$ cat src/rtl/core/dmd_pkg.sv
// Package for the delimited message deframer: widths, limits and state codes.
// No dependencies; dmd_if.sv and delimited_message_deframer.sv use it by scoped names.
`default_nettype none

package dmd_pkg;

    // Message store size in bytes; one message holds at most MESSAGE_BYTES-1 bytes
    localparam int MESSAGE_BYTES = 64;
    localparam int BYTE_W        = 8;
    localparam int FILL_W        = $clog2(MESSAGE_BYTES);

    localparam logic [FILL_W-1:0] FILL_MAX         = FILL_W'(MESSAGE_BYTES - 1);
    localparam logic [BYTE_W-1:0] END_MARKER_RESET = BYTE_W'(10);
    localparam logic [BYTE_W-1:0] NULL_BYTE        = '0;

    typedef logic [BYTE_W-1:0] byte_t;
    typedef logic [FILL_W-1:0] fill_t;

    typedef enum logic
    {
        ST_FILL,
        ST_DRAIN
    } state_t;

endpackage

`default_nettype wire

$ cat src/rtl/core/dmd_if.sv
// Handshake channel interfaces of the deframer: received byte, message byte, config.
// Depends on dmd_pkg for the byte type.
`default_nettype none

interface dmd_rx_if;
    logic           valid;
    logic           ready;
    dmd_pkg::byte_t rx_byte;

    modport source (output valid, output rx_byte, input ready);
    modport sink   (input valid, input rx_byte, output ready);
endinterface

interface dmd_msg_if;
    logic           valid;
    logic           ready;
    dmd_pkg::byte_t msg_byte;
    logic           last_byte;

    modport source (output valid, output msg_byte, output last_byte, input ready);
    modport sink   (input valid, input msg_byte, input last_byte, output ready);
endinterface

interface dmd_cfg_if;
    logic           valid;
    logic           ready;
    dmd_pkg::byte_t end_marker;

    modport source (output valid, output end_marker, input ready);
    modport sink   (input valid, input end_marker, output ready);
endinterface

`default_nettype wire

$ cat src/rtl/core/dmd_ram.sv
// Generic single-write, single-read synchronous RAM with a registered read port.
// No dependencies.
`default_nettype none

module dmd_ram #(
    parameter int WIDTH = 8,
    parameter int DEPTH = 64
) (
    input  wire logic                     clk,
    input  wire logic                     we,
    input  wire logic [$clog2(DEPTH)-1:0] waddr,
    input  wire logic [WIDTH-1:0]         wdata,
    input  wire logic                     re,
    input  wire logic [$clog2(DEPTH)-1:0] raddr,
    output      logic [WIDTH-1:0]         rdata
);

    logic [WIDTH-1:0] mem [DEPTH];

    // Write port
    always_ff @(posedge clk)
    begin
        if (we)
        begin
            mem[waddr] <= wdata;
        end
    end

    // Registered read port
    always_ff @(posedge clk)
    begin
        if (re)
        begin
            rdata <= mem[raddr];
        end
    end

endmodule

`default_nettype wire

$ cat src/rtl/core/delimited_message_deframer.sv
// Top level of the delimited message deframer: message store RAM and its controller.
// Depends on dmd_pkg, the interfaces in dmd_if.sv and dmd_ram.
//
// Usage:
//   rx  : one received byte per word. Zero bytes are ignored. Data bytes are
//         written into the message store, one per cycle outside a drain. A
//         byte equal to the end marker with a non-empty store drains the message.
//   msg : the stored message, one byte per word, last_byte set on its final byte.
//   cfg : writes the end marker; ready is always high. Write only while idle.
// Throughput: one received byte per cycle while filling. While a message drains,
// rx is held off; each message byte needs a store read and then a load of the
// output register before the next read, so rx stays blocked for the whole drain.
// After the end marker, the first byte passes the drain state, the store read
// and the output register. A message of MESSAGE_BYTES-1 bytes followed by
// another data byte is discarded without output.
// Reset: store empty, end marker 10. The store needs no clearing; only written
// entries are read. When msg stalls, the drain pauses and the output word holds.
`default_nettype none

module delimited_message_deframer (
    input wire logic clk,
    input wire logic rst_n,
    dmd_cfg_if.sink  cfg,
    dmd_rx_if.sink   rx,
    dmd_msg_if.source msg
);

    dmd_pkg::state_t state_reg, state_next;
    dmd_pkg::fill_t  fill_reg, fill_next;
    dmd_pkg::fill_t  drain_len_reg, drain_len_next;
    dmd_pkg::fill_t  rd_idx_reg, rd_idx_next;
    dmd_pkg::byte_t  end_marker_reg;
    logic            rd_pend_reg, rd_pend_next;
    logic            rd_last_reg, rd_last_next;
    logic            out_valid_reg, out_valid_next;
    logic            out_last_reg;
    dmd_pkg::byte_t  out_byte_reg;

    logic            rx_take;
    logic            is_marker;
    logic            is_null;
    logic            ram_we;
    logic            ram_re;
    logic            rd_is_last;
    logic            out_free;
    dmd_pkg::byte_t  ram_rdata;

    assign cfg.ready = 1'b1;
    assign rx.ready  = (state_reg == dmd_pkg::ST_FILL);
    assign rx_take   = rx.valid && rx.ready;
    assign is_null   = (rx.rx_byte == dmd_pkg::NULL_BYTE);
    assign is_marker = (rx.rx_byte == end_marker_reg);

    assign msg.valid     = out_valid_reg;
    assign msg.msg_byte  = out_byte_reg;
    assign msg.last_byte = out_last_reg;

    // Output register is free this cycle if empty or being taken
    assign out_free   = !out_valid_reg || msg.ready;
    assign rd_is_last = (rd_idx_reg == drain_len_reg - dmd_pkg::fill_t'(1));

    // Store write: data bytes below the full limit
    assign ram_we = rx_take && !is_null && !is_marker && (fill_reg != dmd_pkg::FILL_MAX);
    // Store read: one at a time, only when the output word can be loaded next cycle
    assign ram_re = (state_reg == dmd_pkg::ST_DRAIN) && !rd_pend_reg && out_free;

    dmd_ram #(
        .WIDTH (dmd_pkg::BYTE_W),
        .DEPTH (dmd_pkg::MESSAGE_BYTES)
    ) u_store (
        .clk   (clk),
        .we    (ram_we),
        .waddr (fill_reg),
        .wdata (rx.rx_byte),
        .re    (ram_re),
        .raddr (rd_idx_reg),
        .rdata (ram_rdata)
    );

    // Hold the end marker
    always_ff @(posedge clk or negedge rst_n)
    begin
        if (!rst_n)
        begin
            end_marker_reg <= dmd_pkg::END_MARKER_RESET;
        end
        else if (cfg.valid && cfg.ready)
        begin
            end_marker_reg <= cfg.end_marker;
        end
    end

    // Control registers
    always_ff @(posedge clk or negedge rst_n)
    begin
        if (!rst_n)
        begin
            state_reg     <= dmd_pkg::ST_FILL;
            fill_reg      <= '0;
            drain_len_reg <= '0;
            rd_idx_reg    <= '0;
            rd_pend_reg   <= 1'b0;
            rd_last_reg   <= 1'b0;
            out_valid_reg <= 1'b0;
        end
        else
        begin
            state_reg     <= state_next;
            fill_reg      <= fill_next;
            drain_len_reg <= drain_len_next;
            rd_idx_reg    <= rd_idx_next;
            rd_pend_reg   <= rd_pend_next;
            rd_last_reg   <= rd_last_next;
            out_valid_reg <= out_valid_next;
        end
    end

    // Load the output word when store data returns
    always_ff @(posedge clk)
    begin
        if (rd_pend_reg)
        begin
            out_byte_reg <= ram_rdata;
            out_last_reg <= rd_last_reg;
        end
    end

    // Next state: gather bytes, then drain the store
    always_comb
    begin
        state_next     = state_reg;
        fill_next      = fill_reg;
        drain_len_next = drain_len_reg;
        rd_idx_next    = rd_idx_reg;
        rd_pend_next   = ram_re;
        rd_last_next   = rd_is_last;
        out_valid_next = out_valid_reg;

        if (msg.ready)
        begin
            out_valid_next = 1'b0;
        end
        if (rd_pend_reg)
        begin
            out_valid_next = 1'b1;
        end

        case (state_reg)
            dmd_pkg::ST_FILL:
            begin
                if (rx_take && !is_null)
                begin
                    if (is_marker)
                    begin
                        // Start a drain unless the store is empty
                        if (fill_reg != '0)
                        begin
                            state_next     = dmd_pkg::ST_DRAIN;
                            drain_len_next = fill_reg;
                            rd_idx_next    = '0;
                            fill_next      = '0;
                        end
                    end
                    else if (fill_reg == dmd_pkg::FILL_MAX)
                    begin
                        // Drop the partial message
                        fill_next = '0;
                    end
                    else
                    begin
                        fill_next = fill_reg + dmd_pkg::fill_t'(1);
                    end
                end
            end
            dmd_pkg::ST_DRAIN:
            begin
                if (ram_re)
                begin
                    rd_idx_next = rd_idx_reg + dmd_pkg::fill_t'(1);
                    if (rd_is_last)
                    begin
                        state_next = dmd_pkg::ST_FILL;
                    end
                end
            end
            default:
            begin
                state_next = dmd_pkg::ST_FILL;
            end
        endcase
    end

`ifndef ASSERT_OFF
    // A pending read always finds the output register empty
    a_pend_out_free: assert property (@(posedge clk) disable iff (!rst_n)
        rd_pend_reg |-> !out_valid_reg)
        else $error("store read returned while output word still held");

    // A pending read loads the output word on the next cycle
    a_pend_loads: assert property (@(posedge clk) disable iff (!rst_n)
        rd_pend_reg |=> out_valid_reg)
        else $error("store read data lost");

    // The drain read index stays inside the message
    a_drain_idx: assert property (@(posedge clk) disable iff (!rst_n)
        (state_reg == dmd_pkg::ST_DRAIN) |-> (rd_idx_reg < drain_len_reg))
        else $error("drain read index past message end");

    // Store never written during a drain
    a_no_write_drain: assert property (@(posedge clk) disable iff (!rst_n)
        (state_reg == dmd_pkg::ST_DRAIN) |-> !ram_we)
        else $error("store written while draining");
`endif

endmodule

`default_nettype wire
$ cat src/flat_wrapper.sv
// flat-port wrapper written by rule: the top's interface ports become plain ports
module delimited_message_deframer_flat 
  (clk, rst_n, cfg_valid, cfg_end_marker, cfg_ready, rx_valid, rx_rx_byte, rx_ready, msg_valid, msg_msg_byte, msg_last_byte, msg_ready);
  dmd_cfg_if cfg_i ();
  dmd_rx_if rx_i ();
  dmd_msg_if msg_i ();
  input wire logic clk;
  input wire logic rst_n;
  input wire logic [$bits(cfg_i.valid)-1:0] cfg_valid;
  input wire logic [$bits(cfg_i.end_marker)-1:0] cfg_end_marker;
  output wire logic [$bits(cfg_i.ready)-1:0] cfg_ready;
  input wire logic [$bits(rx_i.valid)-1:0] rx_valid;
  input wire logic [$bits(rx_i.rx_byte)-1:0] rx_rx_byte;
  output wire logic [$bits(rx_i.ready)-1:0] rx_ready;
  output wire logic [$bits(msg_i.valid)-1:0] msg_valid;
  output wire logic [$bits(msg_i.msg_byte)-1:0] msg_msg_byte;
  output wire logic [$bits(msg_i.last_byte)-1:0] msg_last_byte;
  input wire logic [$bits(msg_i.ready)-1:0] msg_ready;
  assign cfg_i.valid = cfg_valid;
  assign cfg_i.end_marker = cfg_end_marker;
  assign cfg_ready = cfg_i.ready;
  assign rx_i.valid = rx_valid;
  assign rx_i.rx_byte = rx_rx_byte;
  assign rx_ready = rx_i.ready;
  assign msg_valid = msg_i.valid;
  assign msg_msg_byte = msg_i.msg_byte;
  assign msg_last_byte = msg_i.last_byte;
  assign msg_i.ready = msg_ready;
  delimited_message_deframer u_core (.clk(clk), .rst_n(rst_n), .cfg(cfg_i), .rx(rx_i), .msg(msg_i));
endmodule
$ cat config.mk
export PLATFORM = sky130hd
export DESIGN_NAME = delimited_message_deframer_flat
export DESIGN_NICKNAME = d
export VERILOG_FILES = /design/src/rtl/core/dmd_pkg.sv /design/src/rtl/core/dmd_if.sv /design/src/rtl/core/dmd_ram.sv /design/src/rtl/core/delimited_message_deframer.sv /design/src/flat_wrapper.sv
export SDC_FILE = /design/constraint.sdc
export NUM_CORES = 1
export LEC_CHECK = 0
export BUFFER_PORTS_ARGS = -buffer_cell sky130_fd_sc_hd__buf_2
export CAP_MARGIN = 10
export CORE_MARGIN = 2
export CORE_UTILIZATION = 60
export DETAILED_ROUTE_END_ITERATION = 8
export PLACE_DENSITY = 0.75
export SETUP_SLACK_MARGIN = 0.05
export SLEW_MARGIN = 30
export SYNTH_ARGS = -nofsm -noshare
export SYNTH_HDL_FRONTEND = slang
export SYNTH_HIERARCHICAL = 1
export SYNTH_SLANG_ARGS = --single-unit
$ cat constraint.sdc
create_clock -name clk -period 5.59 [get_ports clk]
set_input_delay 0.2795 -clock clk [delete_from_list [all_inputs] [get_ports clk]]
set_output_delay 0.2795 -clock clk [all_outputs]
set_load 0.05 [all_outputs]
==> impl_metrics.ini <==
[status]
status = finished, final reports clean

[clocking]
cts_inserted_buffers = 54
cts_setup_buffers = 0
cts.sinks = 559
max-clock-path-buffers = 3
clkTransAtPathRegs_ns = 0.06
cts_root_buf = clkbuf_16
h-tree-depth = 2
clk_latency_ns = 0.57
cts_tree = built

[power_and_ir_drop]
power_leakage_nw = 7.83
pwr-share-seq_pct = 46.2
ir_drop_mv = 0.314
swShare_pct = 27.5
p_sw_mw = 3.06
power_mw = 11.1
power.internal_mw = 8.09
p_comb_share_pct = 20.5
clkPwrFrac_pct = 33.2
power.density_nw_per_um2 = 452

[route]
via_count = 11200
drtPass1Iterations = 5
routedWlPerCell_um = 29.4
ant_nets = 0
viasPerCell = 6.68
drt_iter0_drc = 1419
drc_errors = 0
wl_mm = 49.1

[yosys]
synth_edf_count = 529
netlist_instances = 1099
yosys_warnings = 6
seq_area_frac_synth_pct = 75.1
synth_ff_type = edfxtp_1
syn_nets = 1124
postSynthAreaPerCell_um2 = 20.2
synth.ff_latch_count = 559
ys_types = 57
synthArstFlopShare_pct = 5.37
syn_area_um2 = 22200

[setup_path]
reg2regPathDepth = 8
worstSetupPathType = reg2reg
crit_path_end_kind = flop
worstPathRequired_ns = 5.79
critPathMaxFanout = 14
cp-start-kind = flop
slowest_stage = nor2_1
worstReg2RegStart = u_core/fill_reg[1]
critPathLaunch = u_core/fill_reg[1]
arrival_ns = 3.69
rrSetupSlack_ns = 2.10
path_cells = ha_1, and3_1, nand3_1, nand3b_1, inv_1, nor2b_1, nand2_1, nor2_1
r2r_end = u_core/u_store/mem[18][3]
slowest_delay_ns = 0.76
critPathCapture = u_core/u_store/mem[18][3]

[layout]
final_net_count = 1185
syn_to_final_growth_pct = 11.4
largest_reg_flops = 512
num_antenna_cells = 0
final_common_cell = edfxtp_1
finalInstanceArea_um2 = 24700
drive_above_1_share_pct = 24.6
mostFrequentLayoutCells = 529 x edfxtp_1, 126 x mux4_2, 88 x nor2_1
regMostFlops = u_core/u_store/mem

[timing]
fmax_mhz = 286
final_hold_viol_count = 0
fin_hold_ws_ns = 0.0814
max_slew_margin_pct = 36.3
worstMarginPinSlew_ns = 0.956
setup_violations = 0
tns_ns = 0
grt_setup_unrepaired = no
period_share_pct = 62.4
drv_slew = 0
period_needed_ns = 3.49
finClkSkew_ns = 0.0149

[floorplan]
row_count = 70
die_y_um = 196
start_util_pct = 60.7
dieArea_um2 = 38500
die_w_um = 196
fp.coreArea_um2 = 36500
io_pins = 33

[grt]
grt_max_degree = 67
antenna_found_initial = 0
grt_remaining_overflow = 0
grt_first_pass_wirelength_mm = 73.0
grt_usage_pct = 26.4
grt_pass1_vias = 11000

[place]
port_buffers = 31
hpwl_mm = 29.6
post_dp_cell_area_um2 = 22700
place.gp.congestion = 0.875

[hold_path]
hp-class = in2reg

[job]
maxCapViolCount = 0
[worst min path at each step]
stage	from	endpoint	slack, ns	depth (start not counted)
2_1_floorplan	rst_n	u_core/drain_len_reg[0]	-0.02	0
3_3_place_gp	rst_n	u_core/end_marker_reg[6]	0.35	1
3_5_place_dp	rst_n	u_core/end_marker_reg[6]	0.35	1
4_1_cts	msg_ready	u_core/msg.valid	0.06	4
5_1_grt	cfg_valid	u_core/end_marker_reg[2]	0.11	2
6_report	msg_ready	u_core/msg.valid	0.08	4
[Yosys cell counts (6+ instances only)]
cell type / instances / area, um2
o221ai_1: 8 / 70.1
nor2_1: 88 / 330
dfrtp_1: 28 / 701
mux2i_1: 27 / 270
buf_4: 14 / 105
clkbuf_1: 19 / 71.3
nand2_1: 24 / 90.1
nand3_1: 17 / 85.1
inv_1: 13 / 48.8
buf_2: 11 / 55.1
a21oi_1: 7 / 35.0
nand2b_1: 8 / 50.1
edfxtp_1: 529 / 15900
a221oi_1: 6 / 52.6
o22ai_1: 11 / 68.8
o21ai_0: 8 / 40.0
mux4_2: 126 / 2840
nor3_1: 13 / 65.1
nor2b_1: 17 / 106
mux2_2: 21 / 236
xor2_1: 14 / 123
[critical path: cells and delay by family (launching register included)]
| family | cells | cell delay [ns] |
|---|---|---|
| simple gates | 6 | 1.97 |
| flops | 1 | 0.60 |
| buf+inv | 1 | 0.21 |
| fa+ha+maj | 1 | 0.34 |
[cells by family after synthesis]
group	Yosys count	share of synthesized area [%]
buf+inv	68	1.77
other cells	1	0.0169
mux	178	15.4
flops	559	75.1
simple gates	195	4.27
fa+ha+maj	4	0.226
compound gates	77	2.58
xor+xnor	17	0.672
[power groups by stage]
stage	Sequential (mW)	Clock [mW]	Combinational (mW)
global route	5.18	3.92	2.43
detailed placement	5.29	0	2.17
finish	5.15	3.71	2.29
floorplan	5.01	0	1.80
CTS	5.21	3.76	2.20
global placement	5.28	0	2.14
[metrics by stage]
step                      utilization, %  instances  setup WS (ns)
after CTS                           67.5       1672           2.14
after global routing                67.6       1673           1.91
after global placement              62.2       1562           2.05
final                               67.6       1673           2.10
after detailed placement            62.2       1562           1.93
after floorplan                        -       1099           2.99
[area by class of cell]
type                    instances  area, um2
fillers                      2255      11800
inverters                      13       48.8
clock inverters                28        349
repair buffers                 60        428
clock buffers                  73       1480
flip-flops and latches        559      16700
well taps                     468        586
multi-input cells             472       5140
[repair_timing]
action,CTS,global route
hold endpoints to repair,36,0
endpoints found under the setup margin,0,0
gates resized for setup,0,0
hold buffers,9,0
[routing by layer]
metal | routed length, um | GRT usage [%] | share of wire [%]
met5 | 0 | 0 | 0
met3 | 4510 | 5.60 | 9.2
met4 | 1960 | 10.4 | 4.0
met1 | 18800 | 37.4 | 38
met2 | 23900 | 41.1 | 49
No activity file was read; power rests on OpenSTA's default activity.
